--- config.mk ---
export PLATFORM = sky130hd
export DESIGN_NAME = spo_ctrl
export DESIGN_NICKNAME = d
export VERILOG_FILES = /design/src/sv/spo_pkg.sv /design/src/sv/spo_ctrl.sv
export SDC_FILE = /design/constraint.sdc
export NUM_CORES = 1
export LEC_CHECK = 0
export BUFFER_PORTS_ARGS = -buffer_cell sky130_fd_sc_hd__buf_2
export CELL_PAD_IN_SITES_DETAIL_PLACEMENT = 1
export CELL_PAD_IN_SITES_GLOBAL_PLACEMENT = 2
export CORE_MARGIN = 2
export CORE_UTILIZATION = 20
export CTS_BUF_LIST = sky130_fd_sc_hd__clkbuf_16
export CTS_CLUSTER_DIAMETER = 100
export DETAILED_ROUTE_END_ITERATION = 10
export GPL_TIMING_DRIVEN = 0
export HOLD_SLACK_MARGIN = 0.05
export PLACE_DENSITY_LB_ADDON = 0.12
export SYNTH_ARGS = -nofsm -noshare
export SYNTH_HDL_FRONTEND = slang
export SYNTH_SLANG_ARGS = --single-unit
export TNS_END_PERCENT = 10
--- constraint.sdc ---
create_clock -name clk -period 1.5 [get_ports clk]
set_input_delay 0.375 -clock clk [delete_from_list [all_inputs] [get_ports clk]]
set_output_delay 0.375 -clock clk [all_outputs]
set_load 0.02 [all_outputs]
--- src/sv/spo_pkg.sv ---
// Shared types and constants of the spiral order matrix reader.
// Used by the channel interfaces, the controller, the datapath and the top level.
package spo_pkg;

  localparam int ELEM_W    = 32;
  localparam int CFG_W     = 5;
  localparam int CFG_IDX_W = 1;

  // Configuration register indexes.
  localparam logic [CFG_IDX_W-1:0] REG_NUM_ROWS = 1'b0;
  localparam logic [CFG_IDX_W-1:0] REG_NUM_COLS = 1'b1;

  // Request codes of the input channel.
  localparam logic REQ_LOAD = 1'b0;
  localparam logic REQ_READ = 1'b1;

  // How the walk position moves on a read.
  typedef enum logic [2:0] {
    WK_HOLD,
    WK_INC,
    WK_DEC,
    WK_ROW_BEGIN,
    WK_ROW_END,
    WK_COL_END,
    WK_NEXT_ROW_BEGIN,
    WK_NEXT_COL_BEGIN
  } walk_op_t;

  // Which bounds form the row and column of the read address.
  typedef enum logic [1:0] {
    AD_TOP,
    AD_RIGHT,
    AD_BOTTOM,
    AD_LEFT
  } addr_sel_t;

  // Shape of a ring held in a set of bounds.
  typedef enum logic [1:0] {
    RING_EMPTY,
    RING_FULL,
    RING_ROW,
    RING_COL
  } ring_t;

  typedef struct packed {
    logic      load;
    logic      read;
    logic      err;
    walk_op_t  walk;
    addr_sel_t addr_sel;
    logic      shrink;
    logic      restart;
    logic      last;
  } spo_cmd_t;

  typedef struct packed {
    logic  full;
    logic  out_busy;
    logic  wp_inc_col_end;
    logic  wp_inc_row_end;
    logic  wp_dec_col_begin;
    logic  wp_dec_row_begin;
    logic  wp_ge_col_end;
    logic  wp_ge_row_end;
    ring_t next_ring;
    ring_t first_ring;
  } spo_stat_t;

endpackage

--- src/sv/spo_ctrl.sv ---
// Controller of the spiral order matrix reader: tracks the side of the ring
// being walked and issues commands to spo_dp. Depends on spo_pkg.
module spo_ctrl (
  input  logic                clk,
  input  logic                rst_n,
  input  logic                cfg_we,
  input  logic                in_valid,
  input  logic                in_req_type,
  input  logic                out_ready,
  output logic                in_ready,
  input  spo_pkg::spo_stat_t  stat,
  output spo_pkg::spo_cmd_t   cmd
);
  import spo_pkg::*;

  typedef enum logic [2:0] {
    PH_TOP,
    PH_RIGHT,
    PH_BOTTOM,
    PH_LEFT,
    PH_ROW,
    PH_COL
  } phase_t;

  phase_t phase_r;
  phase_t phase_nxt;
  logic   accept;

  function automatic phase_t ring_phase(input ring_t ring);
    phase_t ph;
    unique case (ring)
      RING_FULL: ph = PH_TOP;
      RING_ROW:  ph = PH_ROW;
      RING_COL:  ph = PH_COL;
      RING_EMPTY: ph = PH_ROW;
      default:   ph = PH_ROW;
    endcase
    return ph;
  endfunction

  // A new request is taken whenever the result register is free or drains now,
  // but never during reset or in the cycle of a configuration write.
  assign in_ready = rst_n && !cfg_we && (!stat.out_busy || out_ready);
  assign accept   = in_valid && in_ready;

  always_comb begin
    cmd       = '0;
    cmd.walk  = WK_HOLD;
    cmd.addr_sel = AD_TOP;
    phase_nxt = phase_r;
    if (cfg_we) begin
      cmd.restart = 1'b1;
      phase_nxt   = ring_phase(stat.first_ring);
    end else if (accept) begin
      if (in_req_type == REQ_LOAD) begin
        cmd.load = !stat.full;
      end else if (!stat.full) begin
        cmd.err = 1'b1;
      end else begin
        cmd.read = 1'b1;
        unique case (phase_r)
          PH_TOP: begin
            cmd.addr_sel = AD_TOP;
            if (stat.wp_inc_col_end) begin
              phase_nxt = PH_RIGHT;
              cmd.walk  = WK_ROW_BEGIN;
            end else begin
              cmd.walk = WK_INC;
            end
          end
          PH_RIGHT: begin
            cmd.addr_sel = AD_RIGHT;
            if (stat.wp_inc_row_end) begin
              phase_nxt = PH_BOTTOM;
              cmd.walk  = WK_COL_END;
            end else begin
              cmd.walk = WK_INC;
            end
          end
          PH_BOTTOM: begin
            cmd.addr_sel = AD_BOTTOM;
            if (stat.wp_dec_col_begin) begin
              phase_nxt = PH_LEFT;
              cmd.walk  = WK_ROW_END;
            end else begin
              cmd.walk = WK_DEC;
            end
          end
          PH_LEFT: begin
            cmd.addr_sel = AD_LEFT;
            if (!stat.wp_dec_row_begin) begin
              cmd.walk = WK_DEC;
            end else begin
              // The ring is closed: step inward, or finish if nothing is left.
              unique case (stat.next_ring)
                RING_EMPTY: begin
                  cmd.last    = 1'b1;
                  cmd.restart = 1'b1;
                  phase_nxt   = ring_phase(stat.first_ring);
                end
                RING_FULL: begin
                  cmd.shrink = 1'b1;
                  cmd.walk   = WK_NEXT_COL_BEGIN;
                  phase_nxt  = PH_TOP;
                end
                RING_ROW: begin
                  cmd.shrink = 1'b1;
                  cmd.walk   = WK_NEXT_COL_BEGIN;
                  phase_nxt  = PH_ROW;
                end
                RING_COL: begin
                  cmd.shrink = 1'b1;
                  cmd.walk   = WK_NEXT_ROW_BEGIN;
                  phase_nxt  = PH_COL;
                end
                default: begin
                  cmd.walk = WK_HOLD;
                end
              endcase
            end
          end
          PH_ROW: begin
            cmd.addr_sel = AD_TOP;
            if (stat.wp_ge_col_end) begin
              cmd.last    = 1'b1;
              cmd.restart = 1'b1;
              phase_nxt   = ring_phase(stat.first_ring);
            end else begin
              cmd.walk = WK_INC;
            end
          end
          PH_COL: begin
            cmd.addr_sel = AD_LEFT;
            if (stat.wp_ge_row_end) begin
              cmd.last    = 1'b1;
              cmd.restart = 1'b1;
              phase_nxt   = ring_phase(stat.first_ring);
            end else begin
              cmd.walk = WK_INC;
            end
          end
          default: begin
            phase_nxt = PH_ROW;
          end
        endcase
      end
    end
  end

  // After reset the matrix is 1 by 1, which is walked as a single row.
  always_ff @(posedge clk) begin
    if (!rst_n) begin
      phase_r <= PH_ROW;
    end else begin
      phase_r <= phase_nxt;
    end
  end

  a_last_empties: assert property (@(posedge clk) disable iff (!rst_n)
    cmd.last |=> !stat.full)
    else $error("matrix still full after the final element");

  a_cfg_empties: assert property (@(posedge clk) disable iff (!rst_n)
    cfg_we |=> !stat.full)
    else $error("matrix still full after a configuration write");

  a_result_registered: assert property (@(posedge clk) disable iff (!rst_n)
    (cmd.read || cmd.err) |=> stat.out_busy)
    else $error("read request produced no pending result");

endmodule

==> flow_summary.ini, run 1 <==
[outcome]
status = complete, but fails checks
violations = negative setup slack

[worst_hold_path]
hp-class = in2reg
hold_start = cfg_we
hold_depth = 2
whs_endpoint = phase_r[1]

[floorplan]
dieWidth_um = 58.4
die_h_um = 58.4
initial_core_util_pct = 21.3
row_count = 19
io-pin-count = 30
die-area_um2 = 3410
core_area_um2 = 2780

[finish]
area_growth_pct = 86.5
fin_cells = 151
final_util_pct = 39.7
seq_area_um2 = 65.1
nFillCells = 334
top_regs = phase_r (3)
multiInputGateArea_um2 = 594
drive_above_1_share_pct = 58.3
top_register = phase_r
antennaDiodeCount = 0
largest_register_ffs = 3
finalNetCount = 143

[clocking]
cts_tree = yes
clk_pin_slew_worst_paths_ns = 0.03
htree_levels = 1
root_buffer = clkbuf_16
cts_sinks = 3
cts_buffers = 3
clock_latency_ns = 0.22
clockBufferDepth = 2
cts_hold_buffers = 0

[synthesis]
synth_fa_ha_area_share_pct = 8.46
synth_ff_type = dfxtp_1
yosysWarnings = 0
synth_xor_area_share_pct = 0
yosysTopAreaCell = dfxtp_1
syn_area_um2 = 592
muxShareOfSynthArea_pct = 6.98
synth_nets = 100
syn_avg_cell_area_um2 = 7.59
yosysTopAreaCellShare_pct = 10.1
synthDistinctLibCells = 39
seq_area_frac_synth_pct = 10.1
synth_top_family_by_area = simple AND/OR/NAND/NOR gates
netlist_instances = 78
synth_compound_area_share_pct = 28.3
synthTopCellsByCount = 5 x inv_1, 5 x nor2_1, 5 x nor2b_1
synth.area.top_cells = dfxtp_1 10%, ha_1 8.5%, nor2b_1 5.3%
synthSimpleGateAreaFrac_pct = 37.4
synthArstFlopShare_pct = 0
ys_ff_latch = 3
synth-edff-count = 0

[critical_path]
crit_fanout = 4
crit_path_end_kind = output port
max_stage_delay_ns = 0.31
worstSetupPathType = reg2out
rrSetupSlack_ns = -0.17
critPathBufInv = 2
cp_slowest_cell = dfxtp_2
crit_family = simple AND/OR/NAND/NOR gates
worst-endpoint-arrival_ns = 1.52
r2r-start = phase_r[2]
cp.required_ns = 1.12
start_kind = flop
path_cells = and2b_4 > buf_6 > nand3_4 > o221a_4 > nor3_2 > buf_4
reg2reg_depth = 6
reg2reg_to = phase_r[2]

[detailed_routing]
via_count = 767
vias_per_cell = 5.08
routed_wl_mm = 2.15
drt_iter0_markers = 9
firstDrtPassIters = 4
postRouteAntennaNets = 0
wl_per_cell_um = 14.2
drc = 0

[sta]
slew-limit-headroom_pct = 83.9
drv_slew = 0
skew_ns = 0.00572
hold_viol = 0
setup_viol = 13
period_share_pct = 126
rsz0062_at_grt = yes
fmax_mhz = 528
finalWorstSetupSlack_ns = -0.392
worst_slew_pin_slew_ns = 0.237
fin_crit_ns = 1.89

[placement]
dp.cells = 137
io_buffers = 28
place.gp.congestion = 0.752
place_hpwl_mm = 1.58

[global_routing]
grt_pass1_wl_mm = 3.65
grt_use_total_pct = 13.7
grt_start_max_net_pins = 11
grt_pass1_vias = 806
grt_overflow = 0
antenna_found_initial = 0

[power]
powerDensity_nw_per_um2 = 618
p_total_uw = 682
p_leak_uw = 0.000504
peakVddDrop_mv = 0.431

[flow_run]
maxCapViolCount = 0
## how the worst max path moves through the flow
| stage | startpoint | end | depth (start not counted) |
|---|---|---|---|
| 3_3_place_gp | stat[2] | cmd[1] | 7 |
| 5_1_grt | stat[10] | cmd[1] | 7 |
| 3_5_place_dp | stat[2] | cmd[1] | 7 |
| 4_1_cts | phase_r[2] | cmd[7] | 6 |
| 2_1_floorplan | cfg_we | cmd[1] | 5 |
| 6_report | phase_r[2] | cmd[7] | 6 |
## final cells by class
type	instances	share of cell area, %
sequential	3	5.90
inverter	7	2.83
clock inverter	1	0.340
multi-input combinational	64	53.9
timing repair buffer	38	23.2
tap	31	3.51
buffer	4	3.51
clock buffer	3	6.80
## cells in the final DEF (no fill, tap or decap), drive strengths merged, types with 2 or more instances in the layout
cell type,count
nor2,6
nor2b,5
o311ai,2
inv,8
a21oi,4
buf,42
nand3,3
a32oi,2
dfxtp,3
clkbuf,3
ha,4
nor3,6
a211oi,3
nand2,4
mux2i,3
a31oi,3
## per-stage QoR
| step | worst slack, ns | cell area (um2) | TNS (ns) | hold WS, ns |
|---|---|---|---|---|
| floorplan | -0.417 | 653 | -2.87 | 0.565 |
| global placement | -0.406 | 832 | -2.97 | 0.608 |
| detailed placement | -0.402 | 832 | -3.17 | 0.602 |
| CTS | -0.397 | 1040 | -3.25 | 0.370 |
| global route | -0.443 | 1100 | -4.25 | 0.379 |
| finish | -0.392 | 1100 | -3.09 | 0.367 |
## power breakdown
group	switching, uW	total [uW]	internal (uW)
clock	77.1	421	344
combinational	91.6	172	80.6
sequential	4.82	88.0	83.2
## kinds of logic after synthesis
kind of cell	Yosys count
simple gates	34
flops	3
compound gates	22
fa+ha+maj	4
mux	4
buf+inv	11
## what timing repair did
| item | in CTS | in global routing |
|---|---|---|
| pin swaps | 6 | 3 |
| endpoints found under the setup margin | 13 | 13 |
| resized for setup | 24 | 7 |
| buffers inserted | 6 | 4 |
## routing by layer
layer  GRT usage [%]  wire length [um]  vias up
met5               0                 0        -
li1                -                 -      380
met3            1.76               113        2
met2            22.6              1080       22
met4            5.65                27        0
met1            18.0               927      363
Power figures use the tool's default switching activity.
==> run 2: changes to the inputs <==
==> constraint.sdc (replaced) <==
create_clock -name clk -period 1.5 [get_ports clk]
set_input_delay 0.375 -clock clk [delete_from_list [all_inputs] [get_ports clk]]
set_output_delay 0.375 -clock clk [all_outputs]
set_load 0.01 [all_outputs]
==> flow_summary.ini, run 2 (same netlist as run 1, synthesis figures left out) <==
[placement]
place_hpwl_mm = 1.60
io_buffers = 28
pre_cts_slack_ns = -0.309
place.gp.congestion = 0.776

[critical_path]
rrSetupSlack_ns = -0.20
crit_path_end_kind = output port
start_kind = flop
worstSetupPathType = reg2out
cp.required_ns = 1.12
worst-endpoint-arrival_ns = 1.50
crit_fanout = 4

[floorplan]
die_h_um = 58.4
dieWidth_um = 58.4
die-area_um2 = 3410
core_area_um2 = 2780
initial_core_util_pct = 21.3
io-pin-count = 30
row_count = 19

[sta]
fmax_mhz = 533
fin_crit_ns = 1.88
worst_slew_pin_slew_ns = 0.260
rsz0062_at_grt = yes
slew-limit-headroom_pct = 82.5
period_share_pct = 125
hold_viol = 0
drv_slew = 0
setup_viol = 13
finalWorstSetupSlack_ns = -0.377
skew_ns = 0.00133

[clocking]
root_buffer = clkbuf_16
clock_latency_ns = 0.22
cts_sinks = 3
cts_tree = yes
clockBufferDepth = 2
htree_levels = 1
cts_hold_buffers = 0
clk_pin_slew_worst_paths_ns = 0.03
cts_buffers = 3

[finish]
seq_area_um2 = 65.1
multiInputGateArea_um2 = 544
final_cell_mix = 26 x buf_2, 6 x inv_1, 6 x buf_4, 5 x nor2_1
largest_register_ffs = 3
top_regs = phase_r (3)
finalNetCount = 137
top_register = phase_r
drive_above_1_share_pct = 51.8
final_util_pct = 35.3
layout_commonest_cell = buf_2
antennaDiodeCount = 0
nFillCells = 347
area_growth_pct = 66.0

[worst_hold_path]
hp-class = in2reg

[global_routing]
grt_use_total_pct = 12.5
antenna_found_initial = 0
grt_pass1_vias = 746
grt_overflow = 0
grt_start_max_net_pins = 11
grt_pass1_wl_mm = 3.35

[power]
swShare_pct = 23.7
p_int_uw = 501
pwr-share-comb_pct = 23.7
p_leak_uw = 0.000462
switching_power_uw = 155
peakVddDrop_mv = 0.501
powerDensity_nw_per_um2 = 668
p_total_uw = 656
power_frac_clock_pct = 62.9
p_seq_share_pct = 13.4

[outcome]
violations = negative setup slack
status = complete, but fails checks

[detailed_routing]
routed_wl_mm = 2.07
drt_iter0_markers = 17
postRouteAntennaNets = 0
drc = 0
via_count = 745
vias_per_cell = 5.14
wl_per_cell_um = 14.3
firstDrtPassIters = 3

[flow_run]
maxCapViolCount = 0
run 2: cell count changes in the layout (fill, tap and decap cells not counted), sizes merged:
cell | previous run | this run
buf | 42 | 36
run 2: what timing repair did:
| action | in CTS | in global routing |
|---|---|---|
| gates resized for setup | 13 | 3 |
| buffers inserted | 1 | 3 |
| pin swaps | 5 | 5 |
| gates cloned | 0 | 0 |
| setup endpoints to repair | 13 | 13 |
run 2: worst max-delay path, stage by stage, from the launching register on:
cell	delay, ns
dfxtp_2	0.33
and2b_4	0.20
and3_4	0.15
a22oi_2	0.20
nor3_4	0.07
or2_1	0.20
buf_2	0.13
run 2: stage by stage:
stage / hold slack (ns) / instance area (um2) / TNS [ns] / instances
floorplan: 0.565 / 634 / -0.943 / 78
global placement: 0.606 / 813 / -2.36 / 137
detailed placement: 0.597 / 813 / -2.43 / 137
CTS: 0.382 / 945 / -2.66 / 142
global route: 0.388 / 982 / -3.98 / 145
finish: 0.374 / 982 / -2.95 / 145
run 2: layout make-up:
cell class              count  area share [%]
plain buffers               4            4.20
clock buffers               3            7.64
clock inverters             1           0.382
inverters                   7            3.18
multi-input cells          64            55.4
flip-flops and latches      3            6.62
well taps                  31            3.95
repair buffers             32            18.6
run 2: power groups by stage:
stage	clock network, uW	registers, uW	logic [uW]
after global placement	0	88.3	144
after floorplan	0	86.9	89.1
after detailed placement	0	88.5	144
after global routing	426	88.4	173
final	413	88.2	156
after CTS	415	88.1	154
run 2: worst paths after layout:
kind / cells after the start / end / startpoint
worst max-delay path: 6 / cmd[1] / phase_r[2]
worst min-delay path: 2 / phase_r[1] / cfg_we
worst max register to register: 6 / phase_r[2] / phase_r[2]
worst min register to register: 2 / phase_r[0] / phase_r[0]
run 2: layer usage:
metal,global-route usage [%],share of wire [%]
met5,0,0
met4,2.99,0
met3,1.10,5.2
met2,23.0,50
met1,15.5,44
